**config.mk**
```make
export PLATFORM = sky130hd
export DESIGN_NAME = grib1_step_unit_search_unit
export DESIGN_NICKNAME = d
export VERILOG_FILES = /design/src/design/gsus_pkg.sv /design/src/design/gsus_datapath.sv /design/src/design/gsus_ctrl.sv /design/src/design/grib1_step_unit_search_unit.sv
export SDC_FILE = /design/constraint.sdc
export NUM_CORES = 2
export LEC_CHECK = 0
export BUFFER_PORTS_ARGS = -buffer_cell sky130_fd_sc_hd__buf_2
export CAP_MARGIN = 20
export CORE_ASPECT_RATIO = 0.75
export CORE_MARGIN = 4
export CORE_UTILIZATION = 45
export DETAILED_ROUTE_END_ITERATION = 7
export HOLD_SLACK_MARGIN = 0.02
export SETUP_SLACK_MARGIN = 0.3
export SLEW_MARGIN = 25
export SYNTH_ARGS = -nofsm -noshare
export SYNTH_HDL_FRONTEND = slang
export SYNTH_SLANG_ARGS = --single-unit
export TNS_END_PERCENT = 5
```
**constraint.sdc**
```tcl
create_clock -name clk -period 28.1 [get_ports clk]
set_clock_uncertainty 0.2 [all_clocks]
set_input_delay 8.43 -clock clk [delete_from_list [all_inputs] [get_ports clk]]
set_output_delay 8.43 -clock clk [all_outputs]
set_load 0.005 [all_outputs]
```
**src/design/gsus_pkg.sv**
```systemverilog
`default_nettype none
package gsus_pkg;

  localparam int STEP_W = 32;
  localparam int MUL_W = 22;
  localparam int SEC_W = STEP_W + MUL_W;
  localparam int ODD_W = 10;
  localparam int PROD_W = 16 + ODD_W;

  localparam logic [3:0] CAND_COUNT = 4'd10;

  // Unit codes, named after their meaning in the candidate table.
  localparam logic [3:0] UC_MINUTE = 4'd0;
  localparam logic [3:0] UC_HOUR = 4'd1;
  localparam logic [3:0] UC_DAY = 4'd2;
  localparam logic [3:0] UC_MONTH = 4'd3;
  localparam logic [3:0] UC_3HOUR = 4'd10;
  localparam logic [3:0] UC_6HOUR = 4'd11;
  localparam logic [3:0] UC_12HOUR = 4'd12;
  localparam logic [3:0] UC_QHOUR = 4'd13;
  localparam logic [3:0] UC_HALFHOUR = 4'd14;
  localparam logic [3:0] UC_SECOND = 4'd15;

  typedef struct packed {
    logic [31:0] start_step;
    logic [31:0] end_step;
    logic [3:0]  step_unit_code;
    logic [7:0]  current_unit;
    logic [15:0] limit_value;
    logic        instant_mode;
  } in_t;

  typedef struct packed {
    logic        status;
    logic [3:0]  chosen_unit;
    logic [15:0] p1_value;
    logic [15:0] p2_value;
  } out_t;

  typedef struct packed {
    logic       load;
    logic       mult;
    logic       issue;
    logic [3:0] idx;
    logic       res_pass;
    logic       res_fail;
    logic       out_load;
  } cmd_t;

  typedef struct packed {
    logic unit_bad;
    logic hit;
  } sts_t;

  // Seconds per step unit code; zero marks a code with no defined length.
  // The last three codes are ordered differently from the candidate table.
  function automatic logic [MUL_W-1:0] step_secs(input logic [3:0] code);
    logic [MUL_W-1:0] s;
    case (code)
      UC_MINUTE:   s = MUL_W'(60);
      UC_HOUR:     s = MUL_W'(3600);
      UC_DAY:      s = MUL_W'(86400);
      UC_MONTH:    s = MUL_W'(2592000);
      UC_3HOUR:    s = MUL_W'(10800);
      UC_6HOUR:    s = MUL_W'(21600);
      UC_12HOUR:   s = MUL_W'(43200);
      UC_QHOUR:    s = MUL_W'(1);
      UC_HALFHOUR: s = MUL_W'(900);
      UC_SECOND:   s = MUL_W'(1800);
      default:     s = '0;
    endcase
    return s;
  endfunction

  function automatic logic [3:0] cand_code(input logic [3:0] pos);
    logic [3:0] c;
    case (pos)
      4'd0:    c = UC_HOUR;
      4'd1:    c = UC_MINUTE;
      4'd2:    c = UC_3HOUR;
      4'd3:    c = UC_6HOUR;
      4'd4:    c = UC_12HOUR;
      4'd5:    c = UC_DAY;
      4'd6:    c = UC_MINUTE;
      4'd7:    c = UC_QHOUR;
      4'd8:    c = UC_HALFHOUR;
      4'd9:    c = UC_SECOND;
      default: c = UC_HOUR;
    endcase
    return c;
  endfunction

  // First position of a unit code in the candidate list; unknown codes start at 0.
  function automatic logic [3:0] start_pos(input logic [7:0] cur);
    logic [3:0] p;
    case (cur)
      8'(UC_MINUTE):   p = 4'd1;
      8'(UC_3HOUR):    p = 4'd2;
      8'(UC_6HOUR):    p = 4'd3;
      8'(UC_12HOUR):   p = 4'd4;
      8'(UC_DAY):      p = 4'd5;
      8'(UC_QHOUR):    p = 4'd7;
      8'(UC_HALFHOUR): p = 4'd8;
      8'(UC_SECOND):   p = 4'd9;
      default:         p = 4'd0;
    endcase
    return p;
  endfunction

  // Each candidate length is split as 2^shift times an odd factor.
  function automatic logic [2:0] unit_shift(input logic [3:0] code);
    logic [2:0] x;
    case (code)
      UC_MINUTE:   x = 3'd2;
      UC_HOUR:     x = 3'd4;
      UC_DAY:      x = 3'd7;
      UC_3HOUR:    x = 3'd4;
      UC_6HOUR:    x = 3'd5;
      UC_12HOUR:   x = 3'd6;
      UC_QHOUR:    x = 3'd2;
      UC_HALFHOUR: x = 3'd3;
      default:     x = 3'd0;
    endcase
    return x;
  endfunction

  function automatic logic [ODD_W-1:0] unit_odd(input logic [3:0] code);
    logic [ODD_W-1:0] o;
    case (code)
      UC_MINUTE:   o = ODD_W'(15);
      UC_HOUR:     o = ODD_W'(225);
      UC_DAY:      o = ODD_W'(675);
      UC_3HOUR:    o = ODD_W'(675);
      UC_6HOUR:    o = ODD_W'(675);
      UC_12HOUR:   o = ODD_W'(675);
      UC_QHOUR:    o = ODD_W'(225);
      UC_HALFHOUR: o = ODD_W'(225);
      default:     o = ODD_W'(1);
    endcase
    return o;
  endfunction

  // Inverse of the odd factor modulo 2^16.
  function automatic logic [15:0] unit_inv(input logic [3:0] code);
    logic [15:0] v;
    case (code)
      UC_MINUTE:   v = 16'd61167;
      UC_HOUR:     v = 16'd17185;
      UC_DAY:      v = 16'd49419;
      UC_3HOUR:    v = 16'd49419;
      UC_6HOUR:    v = 16'd49419;
      UC_12HOUR:   v = 16'd49419;
      UC_QHOUR:    v = 16'd17185;
      UC_HALFHOUR: v = 16'd17185;
      default:     v = 16'd1;
    endcase
    return v;
  endfunction

endpackage
`default_nettype wire

```
**src/design/gsus_datapath.sv**
```systemverilog
`default_nettype none
module gsus_datapath (
  input  wire logic           clk,
  input  wire gsus_pkg::in_t  in_data,
  input  wire gsus_pkg::cmd_t cmd,
  output gsus_pkg::sts_t      sts,
  output gsus_pkg::out_t      out_data
);

  logic [gsus_pkg::STEP_W-1:0] start_r;
  logic [gsus_pkg::STEP_W-1:0] end_r;
  logic [gsus_pkg::MUL_W-1:0]  mul_r;
  logic [15:0]                 lim_r;
  logic                        inst_r;
  logic [3:0]                  k_r;

  logic [gsus_pkg::SEC_W-1:0]  s_sec;
  logic [gsus_pkg::SEC_W-1:0]  e_sec;

  // Candidate check, first stage registers.
  logic [3:0]                  code1;
  logic [15:0]                 q_s1;
  logic [15:0]                 q_e1;
  logic [gsus_pkg::SEC_W-1:0]  t_s1;
  logic [gsus_pkg::SEC_W-1:0]  t_e1;
  logic                        low_ok_s1;
  logic                        low_ok_e1;
  logic [gsus_pkg::ODD_W-1:0]  odd1;

  gsus_pkg::out_t              res;
  gsus_pkg::out_t              out_r;

  logic [4:0]                  pos_sum;
  logic [3:0]                  pos;
  logic [3:0]                  code;
  logic [2:0]                  shift;
  logic [7:0]                  mask;
  logic [gsus_pkg::SEC_W-1:0]  t_s;
  logic [gsus_pkg::SEC_W-1:0]  t_e;
  logic [31:0]                 qs_prod;
  logic [31:0]                 qe_prod;
  logic [gsus_pkg::PROD_W-1:0] ps;
  logic [gsus_pkg::PROD_W-1:0] pe;
  logic                        hit_s;
  logic                        hit_e;

  always_ff @(posedge clk) begin
    if (cmd.load) begin
      start_r <= in_data.start_step;
      end_r   <= in_data.end_step;
      mul_r   <= gsus_pkg::step_secs(in_data.step_unit_code);
      lim_r   <= in_data.limit_value;
      inst_r  <= in_data.instant_mode;
      k_r     <= gsus_pkg::start_pos(in_data.current_unit);
    end
    if (cmd.mult) begin
      s_sec <= start_r * mul_r;
      e_sec <= end_r * mul_r;
    end
  end

  // Try 0 is always hour; try j walks the list from the start position, wrapping.
  always_comb begin
    pos_sum = 5'(k_r) + 5'(cmd.idx) - 5'd1;
    if (pos_sum >= 5'(gsus_pkg::CAND_COUNT)) begin
      pos = 4'(pos_sum - 5'(gsus_pkg::CAND_COUNT));
    end else begin
      pos = 4'(pos_sum);
    end
    code = (cmd.idx == 4'd0) ? gsus_pkg::UC_HOUR : gsus_pkg::cand_code(pos);
    shift = gsus_pkg::unit_shift(code);
    mask = 8'((8'd1 << shift) - 8'd1);
    t_s = s_sec >> shift;
    t_e = e_sec >> shift;
    // Exact division by the odd factor: the low 16 quotient bits come from
    // the modular inverse, and the second stage multiplies back to confirm.
    qs_prod = t_s[15:0] * gsus_pkg::unit_inv(code);
    qe_prod = t_e[15:0] * gsus_pkg::unit_inv(code);
  end

  always_ff @(posedge clk) begin
    if (cmd.issue) begin
      code1     <= code;
      q_s1      <= qs_prod[15:0];
      q_e1      <= qe_prod[15:0];
      t_s1      <= t_s;
      t_e1      <= t_e;
      low_ok_s1 <= (s_sec[7:0] & mask) == 8'd0;
      low_ok_e1 <= (e_sec[7:0] & mask) == 8'd0;
      odd1      <= gsus_pkg::unit_odd(code);
    end
  end

  always_comb begin
    ps = q_s1 * odd1;
    pe = q_e1 * odd1;
    hit_s = low_ok_s1 && (t_s1 == {(gsus_pkg::SEC_W - gsus_pkg::PROD_W)'(0), ps})
            && (q_s1 <= lim_r);
    hit_e = low_ok_e1 && (t_e1 == {(gsus_pkg::SEC_W - gsus_pkg::PROD_W)'(0), pe})
            && (q_e1 <= lim_r);
    sts.hit = hit_s && (inst_r || hit_e);
    sts.unit_bad = (mul_r == '0);
  end

  always_ff @(posedge clk) begin
    if (cmd.res_pass) begin
      res.status      <= 1'b0;
      res.chosen_unit <= code1;
      res.p1_value    <= q_s1;
      res.p2_value    <= inst_r ? 16'd0 : q_e1;
    end else if (cmd.res_fail) begin
      res.status      <= 1'b1;
      res.chosen_unit <= 4'd0;
      res.p1_value    <= 16'd0;
      res.p2_value    <= 16'd0;
    end
    if (cmd.out_load) begin
      out_r <= res;
    end
  end

  assign out_data = out_r;

endmodule
`default_nettype wire

```
**src/design/gsus_ctrl.sv**
```systemverilog
`default_nettype none
module gsus_ctrl (
  input  wire logic           clk,
  input  wire logic           rst,
  input  wire logic           in_valid,
  output logic                in_stall,
  output logic                out_valid,
  input  wire logic           out_stall,
  input  wire gsus_pkg::sts_t sts,
  output gsus_pkg::cmd_t      cmd
);

  typedef enum logic [3:0] {
    ST_IDLE   = 4'b0001,
    ST_MULT   = 4'b0010,
    ST_SEARCH = 4'b0100,
    ST_DONE   = 4'b1000
  } state_t;

  state_t     state;
  state_t     state_next;
  logic [3:0] j;
  logic [3:0] j_next;
  logic       chk;
  logic       chk_last;
  logic       out_valid_r;
  logic       out_valid_next;

  always_comb begin
    state_next = state;
    j_next = j;
    cmd = '0;
    cmd.idx = j;
    in_stall = 1'b1;
    case (state)
      ST_IDLE: begin
        in_stall = 1'b0;
        if (in_valid) begin
          cmd.load = 1'b1;
          state_next = ST_MULT;
        end
      end
      ST_MULT: begin
        cmd.mult = 1'b1;
        j_next = 4'd0;
        if (sts.unit_bad) begin
          cmd.res_fail = 1'b1;
          state_next = ST_DONE;
        end else begin
          state_next = ST_SEARCH;
        end
      end
      ST_SEARCH: begin
        // The check of a try lands in the cycle after it is issued.
        if (chk && sts.hit) begin
          cmd.res_pass = 1'b1;
          state_next = ST_DONE;
        end else if (chk_last) begin
          cmd.res_fail = 1'b1;
          state_next = ST_DONE;
        end else if (j != gsus_pkg::CAND_COUNT) begin
          cmd.issue = 1'b1;
          j_next = 4'(j + 4'd1);
        end
      end
      ST_DONE: begin
        if (!out_valid_r || !out_stall) begin
          cmd.out_load = 1'b1;
          state_next = ST_IDLE;
        end
      end
      default: begin
        state_next = ST_IDLE;
      end
    endcase

    if (cmd.out_load) begin
      out_valid_next = 1'b1;
    end else if (!out_stall) begin
      out_valid_next = 1'b0;
    end else begin
      out_valid_next = out_valid_r;
    end
  end

  always_ff @(posedge clk) begin
    if (rst) begin
      state       <= ST_IDLE;
      j           <= 4'd0;
      chk         <= 1'b0;
      chk_last    <= 1'b0;
      out_valid_r <= 1'b0;
    end else begin
      state       <= state_next;
      j           <= j_next;
      chk         <= cmd.issue;
      chk_last    <= cmd.issue && (j == 4'(gsus_pkg::CAND_COUNT - 4'd1));
      out_valid_r <= out_valid_next;
    end
  end

  assign out_valid = out_valid_r;

  a_accept_to_mult: assert property (@(posedge clk) disable iff (rst)
    (in_valid && !in_stall) |=> (state == ST_MULT))
    else $error("accepted request did not start the multiply step");

  a_try_bound: assert property (@(posedge clk) disable iff (rst)
    j <= gsus_pkg::CAND_COUNT)
    else $error("try counter ran past the candidate list");

  a_out_from_done: assert property (@(posedge clk) disable iff (rst)
    $rose(out_valid_r) |-> $past(state == ST_DONE))
    else $error("result presented without a finished search");

  a_last_is_check: assert property (@(posedge clk) disable iff (rst)
    chk_last |-> (chk && state == ST_SEARCH))
    else $error("last-try flag set outside a pending check");

endmodule
`default_nettype wire

```
**src/design/grib1_step_unit_search_unit.sv**
```systemverilog
// Channel | Direction | Handshake         | Payload
// in      | input     | in_valid/in_stall | gsus_pkg::in_t (steps, units, limit, instant)
// out     | output    | out_valid/out_stall | gsus_pkg::out_t (status, unit, P1, P2)
//
// A request with an undefined step unit fails in the multiply step; otherwise it is
// captured, its steps are multiplied to seconds, then tries run one per cycle
// through a two-stage exact-division check, and the result is posted.
// The search over ten candidate units sets the length; the first passing try ends it.
// A new request is taken as soon as the result moves to the output register,
// even while that result is still stalled. Reset is synchronous and clears control only.
`default_nettype none
module grib1_step_unit_search_unit (
  input  wire logic          clk,
  input  wire logic          rst,
  input  wire logic          in_valid,
  output logic               in_stall,
  input  wire gsus_pkg::in_t in_data,
  output logic               out_valid,
  input  wire logic          out_stall,
  output gsus_pkg::out_t     out_data
);

  gsus_pkg::cmd_t cmd;
  gsus_pkg::sts_t sts;

  gsus_ctrl u_ctrl (
    .clk       (clk),
    .rst       (rst),
    .in_valid  (in_valid),
    .in_stall  (in_stall),
    .out_valid (out_valid),
    .out_stall (out_stall),
    .sts       (sts),
    .cmd       (cmd)
  );

  gsus_datapath u_datapath (
    .clk      (clk),
    .in_data  (in_data),
    .cmd      (cmd),
    .sts      (sts),
    .out_data (out_data)
  );

endmodule
`default_nettype wire

```
==> flow_metrics.py <==
metrics = {
    "yosys": {
        "synth_xor_area_share_pct": 3.18,
        "synthFlopType": "edfxtp_1",
        "yosysUniqueCellTypes": 102,
        "syn_nets": 9987,
        "synth-compound-area-share_pct": 5.43,
        "synth-edff-count": 431,
        "ys_ff_latch": 443,
        "synth_top_family_by_area": "adder cells",
        "synthArstFlopShare_pct": 0,
        "synthAdderAreaFrac_pct": 46.8,
        "synth.avg_cell_area_um2": 9.72,
        "synth_area_um2": 76000,
        "ys.warnings.count": 0,
        "synth_simple_gate_area_share_pct": 13.3,
        "synthMuxAreaShare_pct": 3.16,
        "synthCells": 7822,
        "yosysSeqAreaShare_pct": 17.3,
    },
    "setup_path": {
        "critPathMaxStageDelay_ps": 820,
        "critPathCaptureType": "register",
        "worstPathArrival_ps": 13710,
        "rr_startpoint": "u_ctrl.j[1]$_SDFFE_PP0P_",
        "reg2reg_depth": 49,
        "cp_max_fo": 41,
        "rr_endpoint": "u_datapath.q_e1[15]$_DFFE_PP_",
        "critPathLaunchType": "register",
        "path_common_cell": "inv_1",
        "cp.required_ps": 28330,
        "slowest_stage": "mux2i_4",
        "regToRegSetupSlack_ps": 14620,
        "critPathKind": "reg2reg",
    },
    "sta": {
        "hold_violations": 0,
        "fin_crit_sh_pct": 48.0,
        "fin_setup_tns_ps": 0,
        "period_minus_slack_ps": 13480,
        "slew-limit-headroom_pct": 29.8,
        "slew_violations": 0,
        "setup_violations": 0,
        "tightest_slew_ps": 1030,
        "fmax_mhz": 74.2,
        "rsz0062_at_grt": "no",
    },
    "hold_path": {
        "min_to": "u_datapath.out_data[24]$_DFFE_PP_",
        "holdPathStages": 0,
        "hold_path.class": "reg2reg",
        "min_from": "u_datapath.res[24]$_SDFFCE_PP0P_",
    },
    "route": {
        "routed_via_density": 5.12,
        "drc": 0,
        "wl_mm": 191,
        "drtIter0Drc": 3189,
        "vias": 51700,
        "first_pass_iters": 7,
        "ant_nets": 0,
        "wl_per_cell_um": 18.9,
    },
    "final_layout": {
        "syn_to_final_growth_pct": 6.29,
        "drive_above_1_share_pct": 4.86,
        "fin_util_pct": 48.2,
        "nNetsFinal": 9965,
    },
    "global_routing": {
        "grt_pass1_vias": 54700,
        "grt_start_max_net_pins": 80,
        "grt_pass1_wl_mm": 311,
        "grt_overflow_total": 0,
        "grt_use_total_pct": 22.5,
        "grt_antenna_before_repair": 15,
    },
    "cts": {
        "clkTransAtPathRegs_ps": 70,
        "cts_buffers": 54,
        "cts_buffer_depth": 3,
        "cts_resized": 0,
        "clock-sinks": 443,
        "h-tree-depth": 2,
        "clk_latency_ps": 710,
        "cts-root-buf": "clkbuf_16",
        "cts_tree": "done",
        "holdBufCountCts": 0,
        "post_cts_buffers": 0,
    },
    "floorplan": {
        "coreArea_um2": 168000,
        "fp.dieArea_um2": 176000,
        "die_y_um": 364,
        "io_pins": 136,
        "die_x_um": 483,
        "num_rows": 130,
        "initial_core_util_pct": 45.3,
    },
    "run": {
        "max_cap_viol_count": 0,
    },
    "placement": {
        "port-buffer-count": 135,
        "dp_hpwl_mm": 155,
        "place.gp.congestion": 0.889,
    },
    "run_status": {
        "outcome": "finished clean",
    },
}
## sequential cells by signal (all words and copies together) (netlist names), 4 cells and up
signal               cells
u_datapath.res          37
u_datapath.t_e1         54
u_datapath.code1         4
u_ctrl.j                 4
u_datapath.out_data     37
u_datapath.odd1          5
u_datapath.q_e1         15
u_datapath.k_r           4
u_datapath.e_sec        54
u_datapath.lim_r        16
u_datapath.t_s1         54
u_datapath.s_sec        54
u_datapath.mul_r        16
u_datapath.start_r      32
u_datapath.q_s1         15
u_ctrl.state             4
u_datapath.end_r        32
## synthesized netlist by cell type, types with 8 or more instances
cell / instances / area, um^2
or4_1: 8 / 60.1
a31o_2: 8 / 70.1
mux4_2: 11 / 248
nor2b_1: 36 / 225
clkbuf_1: 230 / 863
xor2_1: 72 / 631
mux2_2: 13 / 146
nand4_1: 23 / 144
o211ai_1: 12 / 90.1
fa_1: 1290 / 25800
or3_1: 9 / 56.3
nor3_1: 33 / 165
o21a_1: 20 / 150
a31oi_1: 15 / 93.8
nor2_1: 181 / 679
and2_1: 670 / 4190
a21oi_2: 8 / 70.1
a21o_1: 112 / 841
or2_2: 9 / 56.3
a211oi_1: 21 / 158
mux2i_1: 192 / 1920
nand2b_1: 22 / 138
a21oi_1: 175 / 876
nand2_1: 947 / 3550
ha_1: 778 / 9730
buf_2: 18 / 90.1
o22ai_1: 8 / 50.1
nor4_1: 30 / 188
nand3_1: 39 / 195
edfxtp_1: 431 / 12900
o21bai_1: 39 / 293
and3_1: 30 / 188
buf_1: 14 / 52.6
xnor2_1: 192 / 1680
inv_1: 1867 / 7010
o31ai_1: 12 / 90.1
buf_6: 9 / 101
o21ai_0: 92 / 460
dfxtp_1: 12 / 240
## stage by stage
step                      std cells  hold WS, ps  setup WS (ps)  area (um^2)
after global placement         9986          201          15090        78800
after global routing          10100          233          13800        80800
final                         10100          210          14620        80800
after CTS                     10100          209          14750        80700
after detailed placement       9987          205          14770        78900
after floorplan                7822          200          12840        76000
## cell usage in the layout (no fill, tap or decap), drive strengths merged, types with 16 or more instances in the layout
master	netlist	routed
inv	1868	1882
fa	1290	1290
nand2	948	948
ha	778	778
and2	670	670
edfxtp	431	431
buf	50	202
mux2i	196	196
xnor2	193	193
a21oi	183	183
nor2	181	181
a21o	112	112
o21ai	98	98
xor2	72	72
clkbuf	230	65
nand3	40	40
o21bai	39	39
nor2b	36	36
nor3	35	35
and3	31	31
nor4	30	30
a211oi	25	25
nand4	23	23
nand2b	22	22
o21a	20	20
clkinv	1	19
a31oi	16	16
## per-layer routing
layer	track usage, %	wire length, um	vias to the layer above
li1	-	-	24000
met1	34.5	93200	26100
met2	33.5	80500	1414
met3	4.18	13400	203
met4	4.21	3770	2
met5	0	9	-
## critical path: cells and delay by family, from the launching register on
family | cells | cell delay (ps)
xor+xnor | 5 | 1160
mux | 3 | 1380
simple gates | 5 | 650
flops | 1 | 380
buf+inv | 13 | 1780
fa+ha+maj | 13 | 4960
compound gates | 10 | 2610
## cell type report
cell class	count	area [um^2]
diodes	8	20.0
well taps	2244	2810
inverters	1869	7020
clock inverters	37	432
clock buffers	65	1440
repair buffers	202	1220
fillers	15800	86900
multi-input cells	5230	54700
flip-flops and latches	443	13200
## kinds of logic after synthesis
family                   after synthesis
multiplexers                         221
AND/OR/NAND/NOR                     2064
buffers and inverters               2149
adder cells (fa/ha/maj)             2069
AO/OA/AOI/OAI                        607
flip-flops                           443
XOR/XNOR                             269
## worst max-delay path by stage
| stage | cells past startpoint | endpoint | startpoint | slack [ps] |
|---|---|---|---|---|
| after floorplan | 3 | u_datapath.res[0]$_SDFFCE_PP0P_ | u_ctrl.state[1]$_SDFFE_PP0P_ | 12840 |
| after global placement | 49 | u_datapath.q_e1[15]$_DFFE_PP_ | u_ctrl.j[1]$_SDFFE_PP0P_ | 15090 |
| after detailed placement | 49 | u_datapath.q_e1[15]$_DFFE_PP_ | u_ctrl.j[1]$_SDFFE_PP0P_ | 14770 |
| after CTS | 49 | u_datapath.q_e1[15]$_DFFE_PP_ | u_ctrl.j[1]$_SDFFE_PP0P_ | 14750 |
| after global routing | 49 | u_datapath.q_e1[15]$_DFFE_PP_ | u_ctrl.j[1]$_SDFFE_PP0P_ | 13800 |
| final | 49 | u_datapath.q_e1[15]$_DFFE_PP_ | u_ctrl.j[1]$_SDFFE_PP0P_ | 14620 |
Power is not shown: default switching activity piles up to over one toggle a cycle in this logic, so the estimate is an artifact.
